==> src/sv/image_rotation_address_mapper_top_defines.svh <==
// Assertion macros for the image rotation address mapper.
// Included by the RTL files that carry concurrent assertions; they need clk and rst_n in scope.
// The macros expand to nothing when SYNTH is defined.
`ifndef IMAGE_ROTATION_ADDRESS_MAPPER_TOP_DEFINES_SVH
`define IMAGE_ROTATION_ADDRESS_MAPPER_TOP_DEFINES_SVH

`ifndef SYNTH
// Checked only while the block is out of reset.
`define IROT_ASSERT(lbl, prop) \
  lbl: assert property (@(posedge clk) disable iff (!rst_n) prop) \
    else $error("image rotation mapper assertion failed");
// Checked on every clock edge, reset included.
`define IROT_ASSERT_NORST(lbl, prop) \
  lbl: assert property (@(posedge clk) prop) \
    else $error("image rotation mapper reset assertion failed");
`else
`define IROT_ASSERT(lbl, prop)
`define IROT_ASSERT_NORST(lbl, prop)
`endif

`endif

==> src/sv/irot_pkg.sv <==
// Shared types and constants for the image rotation address mapper.
// Used by irot_cfg, irot_map and image_rotation_address_mapper_top; no dependencies.
package irot_pkg;

  // Default values for the top-level parameters.
  localparam int unsigned DEF_MAX_DIM        = 4096;
  localparam int unsigned DEF_COEF_FRAC_BITS = 14;

  // Field widths.
  localparam int unsigned SRC_DIM_W  = 13;
  localparam int unsigned DST_DIM_W  = 14;
  localparam int unsigned COEF_W     = 16;
  localparam int unsigned SRC_IDX_W  = 12;
  localparam int unsigned DST_IDX_W  = 13;
  localparam int unsigned PIX_W      = 32;
  localparam int unsigned CFG_ADDR_W = 3;
  localparam int unsigned CFG_DATA_W = 16;

  // Stream payload widths, padded to whole bytes.
  localparam int unsigned IN_DATA_W  = 56;
  localparam int unsigned OUT_DATA_W = 64;

  // Reset values of the configuration registers.
  localparam logic [SRC_DIM_W-1:0]     RST_SRC_DIM = SRC_DIM_W'(1);
  localparam logic [DST_DIM_W-1:0]     RST_DST_DIM = DST_DIM_W'(1);
  localparam logic signed [COEF_W-1:0] RST_COS     = 16'sd16384;
  localparam logic signed [COEF_W-1:0] RST_SIN     = 16'sd0;

  // Configuration register indexes.
  typedef enum logic [CFG_ADDR_W-1:0] {
    REG_SRC_WIDTH  = 3'd0,
    REG_SRC_HEIGHT = 3'd1,
    REG_DST_WIDTH  = 3'd2,
    REG_DST_HEIGHT = 3'd3,
    REG_COS_COEF   = 3'd4,
    REG_SIN_COEF   = 3'd5
  } irot_reg_t;

  // Saturated geometry and derived centers, handed from the register file to the datapath.
  typedef struct packed {
    logic [SRC_DIM_W-1:0]          w;
    logic [SRC_DIM_W-1:0]          h;
    logic [DST_DIM_W-1:0]          dw;
    logic [DST_DIM_W-1:0]          dh;
    logic signed [COEF_W-1:0]      cos_coef;
    logic signed [COEF_W-1:0]      sin_coef;
    logic [SRC_IDX_W-1:0]          x_base;  // w - 1 - source center, equals w/2
    logic [SRC_IDX_W-1:0]          y_base;  // h - 1 - source center, equals h/2
    logic signed [DST_DIM_W:0]     dcx;     // destination column center, -1 when dw is 0
    logic signed [DST_DIM_W:0]     dcy;     // destination row center, -1 when dh is 0
  } irot_cfg_t;

endpackage

==> src/sv/irot_cfg.sv <==
// Configuration register file of the image rotation address mapper.
// Saturates the image sizes on write and derives the centers; depends on irot_pkg.
module irot_cfg import irot_pkg::*; #(
  parameter int unsigned MAX_DIM = DEF_MAX_DIM
) (
  input  logic                  clk,
  input  logic                  rst_n,
  input  logic                  cfg_we,
  input  logic [CFG_ADDR_W-1:0] cfg_addr,
  input  logic [CFG_DATA_W-1:0] cfg_wdata,
  output irot_cfg_t             cfg
);

  logic [SRC_DIM_W-1:0]     w_r, h_r;
  logic [DST_DIM_W-1:0]     dw_r, dh_r;
  logic signed [COEF_W-1:0] cos_r, sin_r;
  logic [SRC_DIM_W-1:0]     src_sat;
  logic [DST_DIM_W-1:0]     dst_sat;
  logic [DST_DIM_W:0]       dw_inc, dh_inc;

  // Clamp written sizes to the supported maximum.
  always_comb begin
    src_sat = cfg_wdata[SRC_DIM_W-1:0];
    if ({1'b0, cfg_wdata[SRC_DIM_W-1:0]} > (SRC_DIM_W+1)'(MAX_DIM)) begin
      src_sat = SRC_DIM_W'(MAX_DIM);
    end
    dst_sat = cfg_wdata[DST_DIM_W-1:0];
    if ({1'b0, cfg_wdata[DST_DIM_W-1:0]} > (DST_DIM_W+1)'(2 * MAX_DIM)) begin
      dst_sat = DST_DIM_W'(2 * MAX_DIM);
    end
  end

  // Register writes; indexes beyond the list are ignored.
  always_ff @(posedge clk) begin
    if (!rst_n) begin
      w_r   <= RST_SRC_DIM;
      h_r   <= RST_SRC_DIM;
      dw_r  <= RST_DST_DIM;
      dh_r  <= RST_DST_DIM;
      cos_r <= RST_COS;
      sin_r <= RST_SIN;
    end else if (cfg_we) begin
      unique case (irot_reg_t'(cfg_addr))
        REG_SRC_WIDTH:  w_r   <= src_sat;
        REG_SRC_HEIGHT: h_r   <= src_sat;
        REG_DST_WIDTH:  dw_r  <= dst_sat;
        REG_DST_HEIGHT: dh_r  <= dst_sat;
        REG_COS_COEF:   cos_r <= $signed(cfg_wdata);
        REG_SIN_COEF:   sin_r <= $signed(cfg_wdata);
        default: ;
      endcase
    end
  end

  // Centers: (size + 1) / 2 - 1 for the destination, w - 1 - center reduces to w / 2.
  assign dw_inc = {1'b0, dw_r} + (DST_DIM_W+1)'(1);
  assign dh_inc = {1'b0, dh_r} + (DST_DIM_W+1)'(1);

  always_comb begin
    cfg.w        = w_r;
    cfg.h        = h_r;
    cfg.dw       = dw_r;
    cfg.dh       = dh_r;
    cfg.cos_coef = cos_r;
    cfg.sin_coef = sin_r;
    cfg.x_base   = w_r[SRC_DIM_W-1:1];
    cfg.y_base   = h_r[SRC_DIM_W-1:1];
    cfg.dcx      = $signed({1'b0, dw_inc[DST_DIM_W:1]}) - (DST_DIM_W+1)'(1);
    cfg.dcy      = $signed({1'b0, dh_inc[DST_DIM_W:1]}) - (DST_DIM_W+1)'(1);
  end

endmodule

==> src/sv/irot_map.sv <==
// Coordinate datapath of the image rotation address mapper.
// Rotates one source coordinate into the destination and checks bounds; depends on irot_pkg.
module irot_map import irot_pkg::*; #(
  parameter int unsigned COEF_FRAC_BITS = DEF_COEF_FRAC_BITS
) (
  input  irot_cfg_t             cfg,
  input  logic [SRC_IDX_W-1:0]  src_row,
  input  logic [SRC_IDX_W-1:0]  src_col,
  output logic [DST_IDX_W-1:0]  dest_x,
  output logic [DST_IDX_W-1:0]  dest_y,
  output logic                  write_flag
);

  localparam int unsigned OFS_W  = SRC_IDX_W + 2;
  localparam int unsigned PROD_W = OFS_W + COEF_W;
  localparam int unsigned SUM_W  = PROD_W + 1;
  localparam int unsigned RND_W  = SUM_W + 1;
  localparam int unsigned POS_W  = RND_W + 2;

  logic signed [OFS_W-1:0]  x_ofs, y_ofs;
  logic signed [PROD_W-1:0] x_cos, y_sin, x_sin, y_cos;
  logic signed [SUM_W-1:0]  sum_x, sum_y;
  logic signed [RND_W-1:0]  rx, ry;
  logic signed [POS_W-1:0]  xf, yf;
  logic                     src_in, dst_in;

  // Round a fixed-point sum to an integer, half away from zero.
  function automatic logic signed [RND_W-1:0] round_q(input logic signed [SUM_W-1:0] s);
    logic [SUM_W-1:0] mag;
    logic [RND_W-1:0] q;
    mag = s[SUM_W-1] ? SUM_W'(-s) : SUM_W'(s);
    q   = ({1'b0, mag} + (RND_W'(1) << (COEF_FRAC_BITS - 1))) >> COEF_FRAC_BITS;
    return s[SUM_W-1] ? -$signed(q) : $signed(q);
  endfunction

  // Offsets from the source center, flipped in both axes.
  assign x_ofs = $signed(OFS_W'(cfg.x_base)) - $signed(OFS_W'(src_col));
  assign y_ofs = $signed(OFS_W'(cfg.y_base)) - $signed(OFS_W'(src_row));

  // Four parallel multiplies of the rotation matrix.
  assign x_cos = PROD_W'(x_ofs * cfg.cos_coef);
  assign y_sin = PROD_W'(y_ofs * cfg.sin_coef);
  assign x_sin = PROD_W'(x_ofs * cfg.sin_coef);
  assign y_cos = PROD_W'(y_ofs * cfg.cos_coef);

  assign sum_x = SUM_W'(x_cos) + SUM_W'(y_sin);
  assign sum_y = SUM_W'(y_cos) - SUM_W'(x_sin);
  assign rx    = round_q(sum_x);
  assign ry    = round_q(sum_y);

  // Destination coordinate measured back from the destination center.
  assign xf = POS_W'(cfg.dcx) - POS_W'(rx);
  assign yf = POS_W'(cfg.dcy) - POS_W'(ry);

  // Bounds checks on both images.
  assign src_in = ({1'b0, src_row} < cfg.h) && ({1'b0, src_col} < cfg.w);
  assign dst_in = !xf[POS_W-1] && (xf[POS_W-2:0] < (POS_W-1)'(cfg.dw)) &&
                  !yf[POS_W-1] && (yf[POS_W-2:0] < (POS_W-1)'(cfg.dh));

  assign write_flag = src_in && dst_in;
  assign dest_x     = write_flag ? xf[DST_IDX_W-1:0] : '0;
  assign dest_y     = write_flag ? yf[DST_IDX_W-1:0] : '0;

endmodule

==> src/sv/image_rotation_address_mapper_top.sv <==
// Top level of the image rotation address mapper: stream ports, input and result registers.
// Depends on irot_pkg, irot_cfg, irot_map and image_rotation_address_mapper_top_defines.svh.
//
// Usage: source pixels enter on the in_ stream, one request per pixel with its row and
// column. Each request yields exactly one result on the out_ stream holding the destination
// column and row, the unchanged pixel and, in out_tuser, a write flag that is set when the
// point falls inside both the source and destination images (coordinates read 0 otherwise).
// Sizes and Q1.14 cosine/sine are written on the cfg_ port; the user must write them only while
// no request is in flight, as the block itself does not enforce this. Each accepted request
// waits in the input register while the rotation datapath (four parallel multiplies, add, round,
// bound compare) works on it, and then moves to the result register, which drives out_tvalid.
// Without a receiver stall the block takes one request per clock. When the receiver stalls, the
// result register holds its request and the input register still takes one more, after which
// in_tready drops until the result is taken.
// Synchronous active-low reset empties both registers and loads the default configuration:
// all sizes 1, cosine 1.0 and sine 0.
`include "image_rotation_address_mapper_top_defines.svh"

module image_rotation_address_mapper_top import irot_pkg::*; #(
  parameter int unsigned MAX_DIM        = DEF_MAX_DIM,
  parameter int unsigned COEF_FRAC_BITS = DEF_COEF_FRAC_BITS
) (
  input  logic                  clk,
  input  logic                  rst_n,
  // Configuration write port.
  input  logic                  cfg_we,
  input  logic [CFG_ADDR_W-1:0] cfg_addr,
  input  logic [CFG_DATA_W-1:0] cfg_wdata,
  // Source pixel stream.
  input  logic                  in_tvalid,
  output logic                  in_tready,
  input  logic [IN_DATA_W-1:0]  in_tdata,   // src_row[11:0], src_col[23:12], pixel_in[55:24]
  // Mapped pixel stream.
  output logic                  out_tvalid,
  input  logic                  out_tready,
  output logic [OUT_DATA_W-1:0] out_tdata,  // dest_x[12:0], dest_y[25:13], pixel_out[57:26]
  output logic                  out_tuser   // write_flag
);

  irot_cfg_t             cfg;
  logic                  s1_valid_r, s1_valid_nxt;
  logic [SRC_IDX_W-1:0]  s1_row_r, s1_col_r;
  logic [PIX_W-1:0]      s1_pix_r;
  logic                  out_valid_r, out_valid_nxt;
  logic [DST_IDX_W-1:0]  out_x_r, out_y_r;
  logic [PIX_W-1:0]      out_pix_r;
  logic                  out_flag_r;
  logic [DST_IDX_W-1:0]  map_x, map_y;
  logic                  map_flag;
  logic                  out_free, s1_move, in_take;

  irot_cfg #(
    .MAX_DIM (MAX_DIM)
  ) u_cfg (
    .clk       (clk),
    .rst_n     (rst_n),
    .cfg_we    (cfg_we),
    .cfg_addr  (cfg_addr),
    .cfg_wdata (cfg_wdata),
    .cfg       (cfg)
  );

  irot_map #(
    .COEF_FRAC_BITS (COEF_FRAC_BITS)
  ) u_map (
    .cfg        (cfg),
    .src_row    (s1_row_r),
    .src_col    (s1_col_r),
    .dest_x     (map_x),
    .dest_y     (map_y),
    .write_flag (map_flag)
  );

  // Handshake: each register advances when the one after it is empty or draining.
  assign out_free  = !out_valid_r || out_tready;
  assign s1_move   = s1_valid_r && out_free;
  assign in_tready = !s1_valid_r || out_free;
  assign in_take   = in_tvalid && in_tready;

  assign s1_valid_nxt  = in_take || (s1_valid_r && !s1_move);
  assign out_valid_nxt = s1_move || (out_valid_r && !out_tready);

  // Valid flags.
  always_ff @(posedge clk) begin
    if (!rst_n) begin
      s1_valid_r  <= 1'b0;
      out_valid_r <= 1'b0;
    end else begin
      s1_valid_r  <= s1_valid_nxt;
      out_valid_r <= out_valid_nxt;
    end
  end

  // Input register payload.
  always_ff @(posedge clk) begin
    if (in_take) begin
      s1_row_r <= in_tdata[SRC_IDX_W-1:0];
      s1_col_r <= in_tdata[2*SRC_IDX_W-1:SRC_IDX_W];
      s1_pix_r <= in_tdata[2*SRC_IDX_W+PIX_W-1:2*SRC_IDX_W];
    end
  end

  // Result register payload.
  always_ff @(posedge clk) begin
    if (s1_move) begin
      out_x_r    <= map_x;
      out_y_r    <= map_y;
      out_pix_r  <= s1_pix_r;
      out_flag_r <= map_flag;
    end
  end

  assign out_tvalid = out_valid_r;
  assign out_tdata  = {(OUT_DATA_W-2*DST_IDX_W-PIX_W)'(0), out_pix_r, out_y_r, out_x_r};
  assign out_tuser  = out_flag_r;

  // A dropped point carries zero coordinates.
  `IROT_ASSERT(a_drop_zero, out_tvalid && !out_tuser |-> out_tdata[2*DST_IDX_W-1:0] == '0)
  // A written point lies inside the destination width.
  `IROT_ASSERT(a_x_inside, out_tvalid && out_tuser |-> {1'b0, out_tdata[DST_IDX_W-1:0]} < cfg.dw)
  // An accepted request always lands in the input register.
  `IROT_ASSERT(a_in_to_s1, in_tvalid && in_tready |=> s1_valid_r)
  // The pixel moves unchanged from the input register to the result.
  `IROT_ASSERT(a_pix_pass, s1_move |=> out_pix_r == $past(s1_pix_r))
  // Reset empties both registers.
  `IROT_ASSERT_NORST(a_reset_idle, !rst_n |=> !out_valid_r && !s1_valid_r)

endmodule
==> config.mk <==
export PLATFORM = sky130hd
export DESIGN_NAME = image_rotation_address_mapper_top
export DESIGN_NICKNAME = d
export VERILOG_FILES = /design/src/sv/irot_pkg.sv /design/src/sv/irot_cfg.sv /design/src/sv/irot_map.sv /design/src/sv/image_rotation_address_mapper_top.sv
export VERILOG_INCLUDE_DIRS = /design/src /design/src/sv
export SDC_FILE = /design/constraint.sdc
export NUM_CORES = 2
export LEC_CHECK = 0
export ABC_AREA = 1
export BUFFER_PORTS_ARGS = -buffer_cell sky130_fd_sc_hd__buf_2
export CORE_ASPECT_RATIO = 1.5
export CORE_MARGIN = 4
export CORE_UTILIZATION = 50
export CTS_CLUSTER_DIAMETER = 40
export DETAILED_ROUTE_END_ITERATION = 6
export GPL_TIMING_DRIVEN = 0
export PLACE_DENSITY = 0.68
export SLEW_MARGIN = 10
export SYNTH_ARGS = -nofsm -noshare
export SYNTH_HDL_FRONTEND = slang
export SYNTH_SLANG_ARGS = --single-unit
==> constraint.sdc <==
create_clock -name clk -period 18.1 [get_ports clk]
set_input_delay 0.905 -clock clk [delete_from_list [all_inputs] [get_ports clk]]
set_output_delay 0.905 -clock clk [all_outputs]
set_load 0.01 [all_outputs]
# [After elaboration in Yosys (flattened, before gate mapping)]
# Index checks and enable logic that the tools add are counted.
# Widths: inputs -> output; s select.
[classes] addsub=16 mul=4 magnitude_cmp=6 eq_ne=5 muxes=6 reduce_logical=26
[ops] operator="$mul 13x16->29" count=4
[ops] operator="$lt 33x14->1" count=2
[ops] operator="$sub 15x32->33" count=2
[ops] operator="$add 31x14->32 const B" count=2
[ops] operator="$mux 32" count=2
[ops] operator="$neg 18->32" count=2
[ops] operator="$mux 31" count=2
[ops] operator="$neg 31->31" count=2
[ops] operator="$add 30x30->31" count=1
[ops] operator="$sub 30x30->31" count=1
[ops] operator="$add 14x1->15 const B" count=2
[ops] operator="$sub 14x1->15 const B" count=2
[ops] operator="$lt 12x13->1" count=2
[ops] operator="$sub 12x12->13" count=2
[ops] operator="$gt 14x14->1 const B" count=1
[ops] operator="$mux 14" count=1
[ops] operator="$gt 13x13->1 const B" count=1
[ops] operator="$mux 13" count=1
[ops] operator="$reduce_and 2->1" count=6
[ops] operator="$logic_and 1x1->1" count=9
[ops] operator="$eq 3x2->1 const B" count=2
[ops] operator="$eq 3x3->1 const B" count=2
[ops] operator="$logic_not 1->1" count=6
[ops] operator="$logic_or 1x1->1" count=4
[ops] operator="other kinds (2)" count=2
[word_totals] regBits=203 wordCells=78

# [Depth between registers and ports, before layout]
[depth] word_depth=14 ltp_mapped=100 mapped_depth_nobuf=97

# [Modules after synthesis]
# From an unflattened synthesis, not the netlist that was laid out.
[hier_totals] cells_unflattened=6661 hier_area_um2=51112.8
[modules_own_cells] mod="irot_map" n_inst=1 cells_per_inst=5833 area_per_inst_um2=42673.4 seq_area_each_um2=0.0
[modules_own_cells] mod="irot_cfg" n_inst=1 cells_per_inst=693 area_per_inst_um2=4842.1 seq_area_each_um2=1721.7
[modules_own_cells] mod="image_rotation_address_mapper_top" n_inst=1 cells_per_inst=135 area_per_inst_um2=3597.2 seq_area_each_um2=3493.4

# [Worst setup path after synthesis]
# OpenSTA, ideal clock, no wires.
[synth_timing] kind="register to register" from="register s1_col_r[0]" to="register out_y_r[9] (data pin)" arrival_ns=13.403 setup_slack_ns=4.439 stages_incl_launch_ff=80 n_path_buf=2 path_cell_list="edfxtp_1 ha_1 fa_1 o31ai_1 nand2_1 nand2_1 a21oi_1 or2_2 nand2_1 a21oi_1 or2_2 nand2_1 a21oi_1 or2_2 nand2_1 inv_1 nand2_1 fa_1 (+44 left out) inv_1 nand2_1 nor3_1 nand3_1 nand3_1 a21oi_1 o21ai_0 nand3_1 nand2_1 xor2_1 nand3_1 nor2_1 nand4_1 nand2_1 inv_1 nand3_2 buf_2 nor2_1"
[synth_between] elab_chain_len=14
[synth_rtl] element="start: declaration" line_no="image_rotation_address_mapper_top.sv:42" text="logic [SRC_IDX_W-1:0] s1_row_r, s1_col_r;"
[synth_rtl] element="start signal: assignment" line_no="image_rotation_address_mapper_top.sv:98" text="s1_col_r <= in_tdata[2*SRC_IDX_W-1:SRC_IDX_W];"
[synth_rtl] element="$sub 12x12->13" line_no="irot_map.sv:37" text="assign x_ofs = $signed(OFS_W'(cfg.x_base)) - $signed(OFS_W'(src_col));"
[synth_rtl] element="$mul 13x16->29" line_no="irot_map.sv:41" text="assign x_cos = PROD_W'(x_ofs * cfg.cos_coef);"
[synth_rtl] element="$add 30x30->31" line_no="irot_map.sv:46" text="assign sum_x = SUM_W'(x_cos) + SUM_W'(y_sin);"
[synth_rtl] element="$neg 31->31" line_no="irot_map.sv:31" text="mag = s[SUM_W-1] ? SUM_W'(-s) : SUM_W'(s);"
[synth_rtl] element="$mux 31" line_no="irot_map.sv:31"
[synth_rtl] element="$add 31x14->32" line_no="irot_map.sv:32" text="q = ({1'b0, mag} + (RND_W'(1) << (COEF_FRAC_BITS - 1))) >> COEF_FRAC_BITS;"
[synth_rtl] element="$neg 18->32" line_no="irot_map.sv:33" text="return s[SUM_W-1] ? -$signed(q) : $signed(q);"
[synth_rtl] element="$mux 32" line_no="irot_map.sv:33"
[synth_rtl] element="$sub 15x32->33" line_no="irot_map.sv:52" text="assign xf = POS_W'(cfg.dcx) - POS_W'(rx);"
[synth_rtl] element="$lt 33x14->1 / $logic_not 1->1 (equally long branches)" line_no="irot_map.sv:57" text="assign dst_in = !xf[POS_W-1] && (xf[POS_W-2:0] < (POS_W-1)'(cfg.dw)) &&"
[synth_rtl] element="$logic_and 1x1->1 (2 in series)" line_no="irot_map.sv:57"
[synth_rtl] element="$logic_and 1x1->1" line_no="irot_map.sv:58" text="!yf[POS_W-1] && (yf[POS_W-2:0] < (POS_W-1)'(cfg.dh));"
[synth_rtl] element="$logic_and 1x1->1" line_no="irot_map.sv:60" text="assign write_flag = src_in && dst_in;"
[synth_rtl] element="end signal: assignment" line_no="image_rotation_address_mapper_top.sv:107" text="out_y_r <= map_y;"
[synth_rtl] element="end: declaration" line_no="image_rotation_address_mapper_top.sv:45" text="logic [DST_IDX_W-1:0] out_x_r, out_y_r;"
# Several ways; a longest one is shown, not always the timed one.
# A chain may end at the register's enable or synchronous reset.

# [Worst setup path after layout]
[layout_timing] from="register s1_row_r[0]" to="register out_x_r[7] (data pin)"
[layout_between] elab_chain_len=14
[layout_rtl] element="start: declaration" line_no="image_rotation_address_mapper_top.sv:42"
[layout_rtl] element="start signal: assignment" line_no="image_rotation_address_mapper_top.sv:97" text="s1_row_r <= in_tdata[SRC_IDX_W-1:0];"
[layout_rtl] element="$sub 12x12->13" line_no="irot_map.sv:38" text="assign y_ofs = $signed(OFS_W'(cfg.y_base)) - $signed(OFS_W'(src_row));"
[layout_rtl] element="$mul 13x16->29" line_no="irot_map.sv:42" text="assign y_sin = PROD_W'(y_ofs * cfg.sin_coef);"
[layout_rtl] element="$add 30x30->31" line_no="irot_map.sv:46"
[layout_rtl] element="$neg 31->31" line_no="irot_map.sv:31"
[layout_rtl] element="$mux 31" line_no="irot_map.sv:31"
[layout_rtl] element="$add 31x14->32" line_no="irot_map.sv:32"
[layout_rtl] element="$neg 18->32" line_no="irot_map.sv:33"
[layout_rtl] element="$mux 32" line_no="irot_map.sv:33"
[layout_rtl] element="$sub 15x32->33" line_no="irot_map.sv:52"
[layout_rtl] element="$lt 33x14->1 / $logic_not 1->1 (equally long branches)" line_no="irot_map.sv:57"
[layout_rtl] element="$logic_and 1x1->1 (2 in series)" line_no="irot_map.sv:57"
[layout_rtl] element="$logic_and 1x1->1" line_no="irot_map.sv:58"
[layout_rtl] element="$logic_and 1x1->1" line_no="irot_map.sv:60"
[layout_rtl] element="end signal: assignment" line_no="image_rotation_address_mapper_top.sv:106" text="out_x_r <= map_x;"
[layout_rtl] element="end: declaration" line_no="image_rotation_address_mapper_top.sv:45"
# Several ways; a longest one is shown, not always the timed one.

==> impl_metrics.csv <==
group,metric,value,unit
hold_path,hold_path_class,"reg -> reg",
global_route,antenna_found_initial,5,
floorplanning,die_h,394,um
timing,fin_crit,16.95,ns
worst_setup_path,worstPathRequired,18.49,ns
timing,fin_hold_ws,0.414,ns
floorplanning,start_util,50.5,%
timing,rsz0062_at_grt,"no",
synth,synth_compound_area_share,7.07,%
synth,yosys_warnings,0,
worst_setup_path,path_class,"reg -> reg",
global_route,grt-ovfl-total,0,
detailed_routing,met3_length,11200,um
worst_setup_path,r2r-start,"s1_row_r[0]",
final_layout,nets,8096,
final_layout,area_delta_synth_final,7.32,%
synth,async_flop_share,0,%
hold_path,hold_end,"out_pix_r[1]",
clocking,cts_buffer_depth,3,
floorplanning,coreArea,98600,um^2
floorplanning,rows,141,
timing,tightest_slew,1.31,ns
detailed_routing,ant_nets,0,
hold_path,hold_start,"s1_pix_r[1]",
synth,synthAdderAreaFrac,44.0,%
worst_setup_path,rrSetupSlack,1.15,ns
synth,syn_avg_cell_area,7.60,um^2
placed_design,dp_hpwl,143000,um
worst_setup_path,reg2reg_to,"out_x_r[7]",
global_route,grt_max_degree,42,
timing,timing.fmax,59.0,MHz
floorplanning,die_width,266,um
job,drv_cap,0,
worst_setup_path,startpoint_type,"register",
placed_design,place_congestion,1.01,
clocking,cts_htree_levels,2,
global_route,first_global_vias,45600,
synth,ys_seq_area_share,10.5,%
worst_setup_path,worstPathArrival,17.34,ns
timing,min_period_over_period,93.6,%
detailed_routing,dr.first_iter.drc_count,3398,
detailed_routing,wl_per_cell,20.9,um
clocking,cts_hold_buffers,0,
clocking,cts_sinks,203,
clocking,cts_root_buffer,"clkbuf_16",
detailed_routing,totalWireLength,168000,um
synth,ys_ff_latch,203,
detailed_routing,wl_met2,82700,um
timing,fin_ws,1.15,ns
worst_setup_path,end_kind,"register",
final_layout,fill_cells,9651,
synth,yosys.area_share.simple,22.4,%
synth,netlist_instances,6547,
worst_setup_path,rr_worst_depth,81,
final_layout,layout_common_cells,"nand2_1, inv_1, fa_1",
worst_setup_path,critPathMaxFanout,10,
synth,netlist_area,49800,um^2
global_route,grt_pass1_wl,255000,um
final_layout,final_common_cell,"nand2_1",
synth,synth_xor_area_share,4.52,%
synth,synth_mux_area_share,0,%
detailed_routing,vias_per_cell,5.50,
global_route,grtUsageTotal,31.9,%
placed_design,placement.io_buffers,139,
timing,skew,0.0273,ns
synth,synth-edff-count,115,
clocking,cts_buffers,34,
clocking,clk-insertion-delay-late,0.54,ns
detailed_routing,drc,1,
synth,synth.distinct_cells,57,
detailed_routing,dr.max_layer_used,"met5",
detailed_routing,wl_met1,56700,um
worst_setup_path,critPathMaxStageDelay,0.87,ns
timing,setup-tns-final,0,ns
placed_design,pre_cts_slack,0.633,ns
timing,report.final.hold_viol_count,0,
clocking,cts_tree,"built",
synth,synth_top_family_by_area,"adder cells",
timing,slew_headroom,12.7,%
final_layout,drive_above_1_share,6.48,%
clocking,clk_pin_slew,0.06,ns
timing,setup_viol,0,
timing,final_max_slew_viol_count,0,
worst_setup_path,cp_common_cell,"nand2_1",
run_status,violations,"design-rule violations",
synth,synth_top_flop_cell,"edfxtp_1",
hold_path,min_path_cells,0,
detailed_routing,drt_pass1_iterations,7,
detailed_routing,num_vias,44300,
floorplanning,io_pins,147,
run_status,run_status,"finished, violations left",
floorplanning,fp.dieArea,105000,um^2
worst_setup_path,cp_slowest_cell,"clkbuf_1",
metal layers:
layer  vias to the layer above  track usage, %
li1                      20500               -
met1                     21400            33.5
met2                      1708            56.3
met3                       673            5.14
met4                         4            25.1
met5                         -               0
sequential cells by signal (all words and copies together), names as in the netlist:
| name | cells |
|---|---|
| out_tuser | 1 |
| s1_col_r | 12 |
| out_x_r | 13 |
| s1_valid_r | 1 |
| u_cfg.h_r | 13 |
| out_pix_r | 32 |
| s1_row_r | 12 |
| u_cfg.cos_r | 16 |
| out_tvalid | 1 |
| u_cfg.w_r | 13 |
| s1_pix_r | 32 |
| u_cfg.sin_r | 16 |
| u_cfg.dw_r | 14 |
| out_y_r | 13 |
| u_cfg.dh_r | 14 |
how the worst max path moves through the flow:
stage | from | endpoint | slack (ns) | depth (start not counted)
6_report | s1_row_r[0] | out_x_r[7] | 1.15 | 81
5_1_grt | s1_col_r[0] | out_y_r[11] | 0.03 | 81
4_1_cts | s1_col_r[0] | out_x_r[11] | 0.55 | 80
3_5_place_dp | s1_col_r[0] | out_y_r[11] | 0.63 | 80
3_3_place_gp | s1_col_r[0] | out_x_r[10] | 0.69 | 79
2_1_floorplan | s1_col_r[0] | out_y_r[9] | 4.44 | 79
Yosys cell counts, types with 32 or more instances:
| master | number | area share, % |
|---|---|---|
| xnor2_1 | 99 | 1.7 |
| nand3_1 | 234 | 2.4 |
| nand2_1 | 1507 | 11 |
| dfxtp_1 | 88 | 3.5 |
| nor2_1 | 596 | 4.5 |
| edfxtp_1 | 115 | 6.9 |
| ha_1 | 494 | 12 |
| clkbuf_1 | 147 | 1.1 |
| a21oi_1 | 363 | 3.6 |
| inv_1 | 1282 | 9.7 |
| inv_2 | 32 | 0.24 |
| o21ai_0 | 188 | 1.9 |
| nand2_2 | 61 | 0.77 |
| fa_1 | 786 | 32 |
| xor2_1 | 156 | 2.7 |
| nand4_1 | 57 | 0.72 |
| nor3_1 | 47 | 0.47 |
critical path, delay by kind of cell, from the launching register on:
| kind | cells | cell delay, ns |
|---|---|---|
| and+or+nand+nor | 43 | 6.11 |
| xor gates and xnor gates | 2 | 0.60 |
| DFF | 1 | 0.49 |
| adders and majority gates | 12 | 4.79 |
| buffers and inverters | 10 | 1.95 |
| AOI/OAI and AO/OA | 14 | 2.88 |
metrics by stage:
| stage | utilization, % | instances | instance area, um^2 |
|---|---|---|---|
| CTS | 54.1 | 8044 | 53300 |
| global placement | 52.8 | 7978 | 52100 |
| finish | 54.2 | 8051 | 53400 |
| floorplan | - | 6552 | 49800 |
| detailed placement | 52.9 | 7983 | 52200 |
| global route | 54.2 | 8048 | 53400 |
cell families after synthesis:
family | after synthesis
flip-flops | 203
other | 1
buffers and inverters | 1511
adder cells (fa/ha/maj) | 1280
AND/OR/NAND/NOR | 2638
XOR/XNOR | 256
AO/OA/AOI/OAI | 658
layout make-up:
cell class | instances | area, um^2 | share of cell area [%]
Clock buffer | 39 | 922 | 1.73
Clock inverter | 22 | 200 | 0.375
Multi-Input combinational cell | 4838 | 38900 | 72.8
Inverter | 1329 | 5010 | 9.38
Timing Repair Buffer | 149 | 820 | 1.53
Sequential cell | 203 | 5220 | 9.76
Tap cell | 1287 | 1610 | 3.01
Antenna cell | 3 | 7.51 | 0.0141
Buffer | 181 | 756 | 1.41
what timing repair did:
| item | CTS | global route |
|---|---|---|
| setup endpoints to repair | 0 | 27 |
| buffers inserted | 0 | 5 |
| resized for setup | 0 | 26 |
Power is not shown: default switching activity piles up to over one toggle a cycle in this logic, so the estimate is an artifact.
